$ cat src/hw/rtl/lrp_pkg.sv
// ----------------------------------------------------------------------------
// lrp_pkg
// Types and codes shared by the lineage record parser modules.
// ----------------------------------------------------------------------------
package lrp_pkg;

	// kind of item completed by one byte
	typedef enum logic [2:0] {
		KIND_PARTIAL  = 3'd0,
		KIND_NAME     = 3'd1,
		KIND_SOURCE   = 3'd2,
		KIND_REVISION = 3'd3,
		KIND_ARGUMENT = 3'd4
	} item_kind_t;

	// record verdict, reported on the final byte only
	typedef enum logic [1:0] {
		STATUS_PENDING  = 2'd0,
		STATUS_ACCEPTED = 2'd1,
		STATUS_REFUSED  = 2'd2
	} record_status_t;

	// layout codes of the first byte
	localparam logic [7:0] LAYOUT_PLAIN  = 8'd1;
	localparam logic [7:0] LAYOUT_RESULT = 8'd2;
	localparam logic [7:0] LAYOUT_RERUN  = 8'd3;

	// parser phase, one-hot
	typedef enum logic [9:0] {
		PH_LAYOUT  = 10'b00_0000_0001,
		PH_NAMELEN = 10'b00_0000_0010,
		PH_NAME    = 10'b00_0000_0100,
		PH_COUNT   = 10'b00_0000_1000,
		PH_KEYS    = 10'b00_0001_0000,
		PH_REVS    = 10'b00_0010_0000,
		PH_ARGLEN  = 10'b00_0100_0000,
		PH_ARGS    = 10'b00_1000_0000,
		PH_DONE    = 10'b01_0000_0000,
		PH_SKIP    = 10'b10_0000_0000
	} phase_t;

	// one result transaction
	typedef struct packed {
		item_kind_t     kind;
		logic [63:0]    value;
		logic [31:0]    index;
		record_status_t status;
	} result_t;

endpackage

$ cat src/hw/rtl/lrp_in_if.sv
// ----------------------------------------------------------------------------
// lrp_in_if
// Byte stream channel into the lineage record parser.
// ----------------------------------------------------------------------------
interface lrp_in_if;
	logic       valid;
	logic       ready;
	logic [7:0] data_byte;
	logic       final_byte;

	modport source (output valid, output data_byte, output final_byte, input ready);
	modport sink   (input valid, input data_byte, input final_byte, output ready);
endinterface

$ cat src/hw/rtl/lrp_out_if.sv
// ----------------------------------------------------------------------------
// lrp_out_if
// Result channel out of the lineage record parser.
// ----------------------------------------------------------------------------
interface lrp_out_if;
	logic        valid;
	logic        ready;
	logic [2:0]  item_kind;
	logic [63:0] item_value;
	logic [31:0] item_index;
	logic [1:0]  record_status;

	modport source (output valid, output item_kind, output item_value,
		output item_index, output record_status, input ready);
	modport sink   (input valid, input item_kind, input item_value,
		input item_index, input record_status, output ready);
endinterface

$ cat src/hw/rtl/lrp_core.sv
// ----------------------------------------------------------------------------
// lrp_core
// Parser state registers and the per-byte step logic.
// ----------------------------------------------------------------------------
module lrp_core (
	input  logic             clk,
	input  logic             arst_n,
	input  logic             take,
	input  logic [7:0]       data_byte,
	input  logic             final_byte,
	output lrp_pkg::result_t res
);
	import lrp_pkg::*;

	typedef struct packed {
		phase_t      phase;
		logic [1:0]  layout;
		logic [2:0]  biw;
		logic [63:0] word;
		logic [31:0] rem;
		logic [31:0] count;
		logic [31:0] pos;
		logic        refused;
	} state_t;

	localparam state_t ST_RESET = '{phase: PH_LAYOUT, layout: 2'd0, biw: 3'd0,
		word: 64'd0, rem: 32'd0, count: 32'd0, pos: 32'd0, refused: 1'b0};

	state_t st_q;
	state_t nx;

	logic [63:0] wacc;
	logic [2:0]  biw_inc;
	logic [31:0] rem_dec;

	// enter a new field with a fresh word and position
	function automatic state_t to_field(state_t s, phase_t p, logic [31:0] n);
		state_t r;
		r       = s;
		r.phase = p;
		r.rem   = n;
		r.pos   = 32'd0;
		r.biw   = 3'd0;
		r.word  = 64'd0;
		return r;
	endfunction

	function automatic state_t refuse(state_t s);
		state_t r;
		r         = s;
		r.refused = 1'b1;
		return to_field(r, PH_SKIP, 32'd0);
	endfunction

	// last item of a counted field seen
	function automatic state_t field_over(state_t s);
		state_t r;
		r = s;
		unique case (s.phase)
			PH_NAME: r = to_field(s, PH_COUNT, 32'd0);
			PH_KEYS: begin
				if (s.layout >= LAYOUT_RESULT[1:0]) r = to_field(s, PH_REVS, s.count);
				else r = to_field(s, PH_DONE, 32'd0);
			end
			PH_REVS: begin
				if (s.layout == LAYOUT_RERUN[1:0]) r = to_field(s, PH_ARGLEN, 32'd0);
				else r = to_field(s, PH_DONE, 32'd0);
			end
			default: r = to_field(s, PH_DONE, 32'd0);
		endcase
		return r;
	endfunction

	// a 32-bit length or count word completed
	function automatic state_t length_done(state_t s, logic [31:0] v);
		state_t r;
		r = s;
		unique case (s.phase)
			PH_NAMELEN: begin
				if (v == 32'd0) r = to_field(s, PH_COUNT, 32'd0);
				else r = to_field(s, PH_NAME, v);
			end
			PH_COUNT: begin
				r.count = v;
				if (v == 32'd0) begin
					if (s.layout >= LAYOUT_RESULT[1:0]) r = refuse(r);
					else r = to_field(r, PH_DONE, 32'd0);
				end else begin
					r = to_field(r, PH_KEYS, v);
				end
			end
			default: begin
				if (v == 32'd0) r = refuse(s);
				else r = to_field(s, PH_ARGS, v);
			end
		endcase
		return r;
	endfunction

	// byte step
	always_comb begin
		nx         = st_q;
		res.kind   = KIND_PARTIAL;
		res.value  = 64'd0;
		res.index  = 32'd0;
		res.status = STATUS_PENDING;
		wacc       = st_q.word | (64'(data_byte) << {st_q.biw, 3'b000});
		biw_inc    = st_q.biw + 3'd1;
		rem_dec    = st_q.rem - 32'd1;

		unique case (st_q.phase)
			PH_LAYOUT: begin
				if (data_byte >= LAYOUT_PLAIN && data_byte <= LAYOUT_RERUN) begin
					nx.layout = data_byte[1:0];
					nx = to_field(nx, PH_NAMELEN, 32'd0);
				end else begin
					nx = refuse(nx);
				end
			end
			PH_NAMELEN, PH_COUNT, PH_ARGLEN: begin
				nx.word = wacc;
				nx.biw  = biw_inc;
				if (biw_inc == 3'd4) nx = length_done(nx, wacc[31:0]);
			end
			PH_NAME, PH_ARGS: begin
				res.kind  = (st_q.phase == PH_NAME) ? KIND_NAME : KIND_ARGUMENT;
				res.value = 64'(data_byte);
				res.index = st_q.pos;
				nx.pos    = st_q.pos + 32'd1;
				nx.rem    = rem_dec;
				if (rem_dec == 32'd0) nx = field_over(nx);
			end
			PH_KEYS, PH_REVS: begin
				nx.word = wacc;
				nx.biw  = biw_inc;
				if (biw_inc == 3'd0) begin
					res.kind  = (st_q.phase == PH_KEYS) ? KIND_SOURCE : KIND_REVISION;
					res.value = wacc;
					res.index = st_q.pos;
					nx.word   = 64'd0;
					nx.pos    = st_q.pos + 32'd1;
					nx.rem    = rem_dec;
					if (rem_dec == 32'd0) nx = field_over(nx);
				end
			end
			PH_DONE, PH_SKIP: nx = refuse(nx);
			default: nx = refuse(nx);
		endcase

		// verdict and return to reset state on the final byte
		if (final_byte) begin
			res.status = (nx.phase == PH_DONE && !nx.refused) ? STATUS_ACCEPTED
				: STATUS_REFUSED;
			nx = ST_RESET;
		end
	end

	// state registers
	always_ff @(posedge clk or negedge arst_n) begin
		if (!arst_n) begin
			st_q <= ST_RESET;
		end else if (take) begin
			st_q <= nx;
		end
	end

	// a final byte always leaves the parser ready for a new record
	a_final_resets: assert property (@(posedge clk) disable iff (!arst_n)
		take && final_byte |=> st_q.phase == PH_LAYOUT && !st_q.refused)
		else $error("parser not reset after final byte");

	// refusal only ever parks the parser in the skip phase
	a_refused_skip: assert property (@(posedge clk) disable iff (!arst_n)
		st_q.refused |-> st_q.phase == PH_SKIP)
		else $error("refused flag outside skip phase");

	// length words never pass their fourth byte
	a_length_bytes: assert property (@(posedge clk) disable iff (!arst_n)
		(st_q.phase == PH_NAMELEN || st_q.phase == PH_COUNT || st_q.phase == PH_ARGLEN)
		|-> st_q.biw < 3'd4)
		else $error("length word overran four bytes");

endmodule

$ cat src/hw/rtl/lineage_record_parser.sv
// ----------------------------------------------------------------------------
// lineage_record_parser
// Byte-serial parser for serialized lineage records.
// ----------------------------------------------------------------------------
// The rec channel takes one record byte per transaction, with final_byte set
// on the last byte of the record. For every byte the items channel delivers
// exactly one transaction: the item that byte completes (name byte, source
// key, revision or argument byte) or a partial marker, and on the final byte
// the record verdict, accepted or refused.
// Each accepted byte's result is registered in the result or skid register.
// Throughput is one byte per cycle while rec is ready; the step logic
// updates a few counters and the phase, between state and result registers.
// A two-entry output buffer (result register plus skid register) keeps rec
// ready while one result waits; rec drops ready only when both are full, so
// a stalled receiver holds back at most two results before input stops.
// After the final byte the parser is back in its reset state for the next
// record. Reset clears the parser state and empties the output buffer.
// ----------------------------------------------------------------------------
module lineage_record_parser (
	input  logic   clk,
	input  logic   arst_n,
	lrp_in_if.sink   rec,
	lrp_out_if.source items
);
	import lrp_pkg::*;

	result_t res;
	result_t out_q;
	result_t skid_q;
	logic    out_valid_q;
	logic    skid_valid_q;
	logic    take;
	logic    pop;

	assign rec.ready = !skid_valid_q;
	assign take      = rec.valid && !skid_valid_q;
	assign pop       = out_valid_q && items.ready;

	lrp_core u_core (
		.clk        (clk),
		.arst_n     (arst_n),
		.take       (take),
		.data_byte  (rec.data_byte),
		.final_byte (rec.final_byte),
		.res        (res)
	);

	// output buffer occupancy
	always_ff @(posedge clk or negedge arst_n) begin
		if (!arst_n) begin
			out_valid_q  <= 1'b0;
			skid_valid_q <= 1'b0;
		end else if (skid_valid_q) begin
			if (pop) skid_valid_q <= 1'b0;
		end else if (take) begin
			if (out_valid_q && !pop) skid_valid_q <= 1'b1;
			else out_valid_q <= 1'b1;
		end else if (pop) begin
			out_valid_q <= 1'b0;
		end
	end

	// output buffer payload
	always_ff @(posedge clk) begin
		if (skid_valid_q) begin
			if (pop) out_q <= skid_q;
		end else if (take) begin
			if (out_valid_q && !pop) skid_q <= res;
			else out_q <= res;
		end
	end

	assign items.valid         = out_valid_q;
	assign items.item_kind     = out_q.kind;
	assign items.item_value    = out_q.value;
	assign items.item_index    = out_q.index;
	assign items.record_status = out_q.status;

	// the skid register is only used behind a full result register
	a_skid_behind_out: assert property (@(posedge clk) disable iff (!arst_n)
		skid_valid_q |-> out_valid_q)
		else $error("skid entry without result entry");

	// a transaction arriving on a stalled full result register goes to skid
	a_skid_fill: assert property (@(posedge clk) disable iff (!arst_n)
		take && out_valid_q && !items.ready |=> skid_valid_q && out_valid_q)
		else $error("result lost on stall");

	// a delivered result lets the skid entry move up
	a_skid_drain: assert property (@(posedge clk) disable iff (!arst_n)
		skid_valid_q && pop |=> !skid_valid_q && out_valid_q)
		else $error("skid entry not moved to result register");

endmodule
$ cat src/flat_wrapper.sv
// flat-port wrapper written by rule: the top's interface ports become plain ports
module lineage_record_parser_flat import lrp_pkg::*;
  (clk, arst_n, rec_valid, rec_data_byte, rec_final_byte, rec_ready, items_valid, items_item_kind, items_item_value, items_item_index, items_record_status, items_ready);
  lrp_in_if rec_i ();
  lrp_out_if items_i ();
  input  logic clk;
  input  logic arst_n;
  input wire logic [$bits(rec_i.valid)-1:0] rec_valid;
  input wire logic [$bits(rec_i.data_byte)-1:0] rec_data_byte;
  input wire logic [$bits(rec_i.final_byte)-1:0] rec_final_byte;
  output wire logic [$bits(rec_i.ready)-1:0] rec_ready;
  output wire logic [$bits(items_i.valid)-1:0] items_valid;
  output wire logic [$bits(items_i.item_kind)-1:0] items_item_kind;
  output wire logic [$bits(items_i.item_value)-1:0] items_item_value;
  output wire logic [$bits(items_i.item_index)-1:0] items_item_index;
  output wire logic [$bits(items_i.record_status)-1:0] items_record_status;
  input wire logic [$bits(items_i.ready)-1:0] items_ready;
  assign rec_i.valid = rec_valid;
  assign rec_i.data_byte = rec_data_byte;
  assign rec_i.final_byte = rec_final_byte;
  assign rec_ready = rec_i.ready;
  assign items_valid = items_i.valid;
  assign items_item_kind = items_i.item_kind;
  assign items_item_value = items_i.item_value;
  assign items_item_index = items_i.item_index;
  assign items_record_status = items_i.record_status;
  assign items_i.ready = items_ready;
  lineage_record_parser u_core (.clk(clk), .arst_n(arst_n), .rec(rec_i), .items(items_i));
endmodule
$ cat config.mk
export PLATFORM = sky130hd
export DESIGN_NAME = lineage_record_parser_flat
export DESIGN_NICKNAME = d
export VERILOG_FILES = /design/src/hw/rtl/lrp_pkg.sv /design/src/hw/rtl/lrp_in_if.sv /design/src/hw/rtl/lrp_out_if.sv /design/src/hw/rtl/lrp_core.sv /design/src/hw/rtl/lineage_record_parser.sv /design/src/flat_wrapper.sv
export SDC_FILE = /design/constraint.sdc
export NUM_CORES = 1
export LEC_CHECK = 0
export BUFFER_PORTS_ARGS = -buffer_cell sky130_fd_sc_hd__buf_2
export CORE_MARGIN = 5
export CORE_UTILIZATION = 40
export DETAILED_ROUTE_END_ITERATION = 16
export HOLD_SLACK_MARGIN = 0.08
export MAX_ROUTING_LAYER = met4
export PLACE_DENSITY_LB_ADDON = 0.05
export SYNTH_ARGS = -nofsm -noshare
export SYNTH_HDL_FRONTEND = slang
export SYNTH_HIERARCHICAL = 1
export SYNTH_SLANG_ARGS = --single-unit
$ cat constraint.sdc
create_clock -name clk -period 16.2 [get_ports clk]
set_input_delay 4.05 -clock clk [delete_from_list [all_inputs] [get_ports clk]]
set_output_delay 4.05 -clock clk [all_outputs]
set_load 0.03 [all_outputs]
==> impl_summary.md <==
Final layout
Measured on the finished design, the core utilization comes to 46.0%. The flip-flop and latch area is 10500 sq um. Of the cells placed in the final design, the portion with a size suffix greater than 1 is 20.9%. The filler cell count in the final layout is 4105.

The area overhead of the layout relative to synthesis is 13.6%. The final net count is 1648. The area occupied by multi-input gates is 6900 sq um.

Hold path
The worst hold-check path type is reg2reg.

Routing
For this run, design rule violations remaining after detail routing come to 0. In the final routed layout, each cell accounts on average for 20.7 um. The violation count after the first detailed-routing iteration is 1117. The sum of routed wire length over all layers is 46700 um. The first detailed-routing pass ran for 7 iterations.

The total vias in the final route is 12400. Dividing the detail-routed via count by the number of cells gives 5.52. The count of antenna-violating nets left after detailed routing is 0.

Worst setup path
The biggest fanout along the worst timing path is 13. The critical path data arrival time is 7.15 ns. The classification of the worst setup path is in2reg.

Data on the critical path is required at its endpoint by 16.51 ns. The critical path launch point type is an input pin. The worst setup path is captured at a flip-flop.

Global routing
The number of antenna violations at the first check in global routing is 1. The number of global-route vias before repair is 12500. Global routing used 19.3% of the available tracks across all layers. Global routing used 3.08% of the available met3 tracks.

The leftover overflow at the end of global routing is 0. met2 is the most crowded layer. Entering global routing, the biggest net connects 70 pins.

For met1 alone, demand over resource in global routing was 27.1%. The first global-routing pass estimated 74800 um of wire. The met2 track demand over resource in global routing is 29.8%.

Timing
The final count of pins violating max slew is 0. The clock period could shrink to 6.85 ns. The transition time at the pin with the least slew margin is 1.23 ns. The upper clock frequency limit is 146 MHz. Setup repair after global routing left no endpoint under its margin. The final hold violation count is 0.

The post-route fraction of the period consumed by the critical path is 42.3%. For the final database, setup skew stands at 0.0118 ns. Headroom to the max-slew limit came out at 17.7%.

The aggregate negative setup slack is 0 ns. The final number of setup-violating endpoints is 0.

Synth
nor2_1 is the most common cell in the netlist. The total number of yosys warnings is 6. The async set-or-reset flop fraction in the synthesized netlist is 46.8%. The synthesized area per cell is 11.6 sq um. The number of synthesized flops with an enable pin is 202. The synthesized design contains 380 register bits. The distinct cell type count after synthesis is 66. After synthesis, the cell types taking the most area are edfxtp_1 (34%), dfrtp_1 (25%), mux2_4 (5.4%), nor2_1 (4.5%), mux2_2 (4.4%).

The largest area contributor in the netlist is edfxtp_1. The dominant register cell in the synthesized netlist is edfxtp_1. By count the netlist is led by nor2_1 (215), edfxtp_1 (202), dfrtp_1 (177). The portion of synthesized cell area occupied by the leading cell type is 33.9%. Counting every instance in the synthesized netlist gives 1545. The sequential element share of the synthesized area is 58.8%. In this run the cell area of the synthesized design comes to 17900 sq um. The synthesized netlist net count is 1565.

Clock tree
After clock tree synthesis, the setup repair step added 0 buffers. The TritonCTS clock tree is built. The clock reaches the later pin of the worst-skew pair after 0.56 ns. The total clock sinks is 380.

The maximum level of the CTS H-tree is 2. After clock tree synthesis, the repair step resized 0 gates. The number of clock buffers added by TritonCTS is 43.

The buffer type at the clock tree root is clkbuf_16. Clock-pin slew was measured on the worst setup and hold paths at 0.06 ns. The quantity of hold-fixing buffers added after cts is 0. The longest clock path from root to sink contains 3 buffers.

Placed design
The total of buffers placed on input and output ports is 115. The final HPWL from detailed placement is 30300 um. At the end of routability-driven placement, the weighted congestion stood at 0.860.

Die
The initial cell density of the core is 40.5%. The height of the die is 222 um. After floorplanning, the core was divided into 77 placement rows. The area of the core is 44200 sq um. The floorplan step defined a die boundary enclosing 49100 sq um. The number of top-level pins is 116. The die is 222 um wide.

Power and ir drop
For this design the static power due to leakage is 8.23 nW. Dividing total power by cell area gives a power density of 144 nW/um^2. The post-route total power is 2.93 mW.

IR analysis of the VDD net gives a maximum drop of 0.000130 V.

Outcome
The run finished with clean final reports.

Flow run
Max-cap violations in this run came to 0.
[report_power, final]
| part | internal, mW | switching (mW) | total, mW |
|---|---|---|---|
| sequential | 1.22 | 0.0746 | 1.30 |
| clock | 0.544 | 0.387 | 0.931 |
| combinational | 0.226 | 0.476 | 0.701 |
[area by class of cell]
type                       count  area share, %
inverter                      19          0.351
antenna                        1         0.0123
multi-input combinational   1047           33.9
sequential                   380           51.8
tap                          592           3.64
timing repair buffer         137           3.67
clock buffer                  71           6.36
clock inverter                 8          0.258
[cells by family (layout without fill, tap and decap cells)]
group,count (synthesis),after routing,synth area share (%)
flip-flops,380,380,58.8
AND/OR/NAND/NOR,549,549,15.0
adder cells (fa/ha/maj),7,7,0.489
multiplexers,137,137,9.94
other,0,1,0
XOR/XNOR,45,45,2.20
buffers and inverters,118,235,3.01
AO/OA/AOI/OAI,309,309,10.6
[critical path, stage by stage]
cell       delay (ns)
buf_2            0.23
nor4b_1          0.21
a2111oi_0        0.65
nand4_1          0.23
nor4_1           0.36
buf_4            0.23
nor2_1           0.06
a2111oi_0        0.63
a21oi_1          0.20
mux2_2           0.30
[through the flow]
| step | cells | hold WS [ns] | cell area (sq um) | setup slack [ns] |
|---|---|---|---|---|
| finish | 2255 | 0.483 | 20300 | 9.35 |
| global route | 2255 | 0.501 | 20300 | 9.16 |
| CTS | 2254 | 0.484 | 20300 | 9.47 |
| detailed placement | 2175 | 0.470 | 19000 | 8.91 |
| global placement | 2175 | 0.462 | 19000 | 8.92 |
| floorplan | 1545 | 0.449 | 17900 | 4.55 |
[flip-flops by register name, indices dropped and copies added, names as in the netlist]
| register | cells |
|---|---|
| u_core/skid_q | 101 |
| u_core/items.item_value | 64 |
| u_core/items.item_kind | 3 |
| u_core/items.item_index | 32 |
| u_core/u_core/st_q | 176 |
| u_core/items.record_status | 2 |
| u_core/skid_valid_q | 1 |
| u_core/items.valid | 1 |
[worst paths after layout]
kind / cells after the start / end / start / slack [ns]
worst max-delay path: 10 / u_core/items.record_status[1] / rec_data_byte[1] / 9.35
worst min-delay path: 2 / u_core/u_core/st_q[35] / u_core/u_core/st_q[35] / 0.48
worst max register to register: 10 / u_core/u_core/st_q[159] / u_core/u_core/st_q[66] / 11.30
worst min register to register: 2 / u_core/u_core/st_q[35] / u_core/u_core/st_q[35] / 0.48
max in group asynchronous: 3 / u_core/u_core/st_q[12] / arst_n / 10.68
min in group asynchronous: 1 / u_core/u_core/st_q[109] / arst_n / 3.45
[layout by cell type (no fill, tap or decap), drive strengths merged, types with 8 or more instances in the layout]
cell / instances
nor3: 23
xor2: 26
o21ai: 93
buf: 137
inv: 20
nand3: 30
dfrtp: 177
nor2b: 8
nor2: 215
a2111oi: 23
mux2: 134
o22ai: 21
or3: 14
a21oi: 84
edfxtp: 202
and3: 19
clkbuf: 71
and2: 45
nor4b: 8
a31oi: 37
nand4: 27
nor4: 20
xnor2: 19
nand2: 107
[metal layers]
layer	vias to the layer above	share of wire, %
met5	-	0
met4	0	2.0
met3	69	4.7
met2	323	46
li1	5853	-
met1	6192	47
No activity file was read; power rests on OpenSTA's default activity.
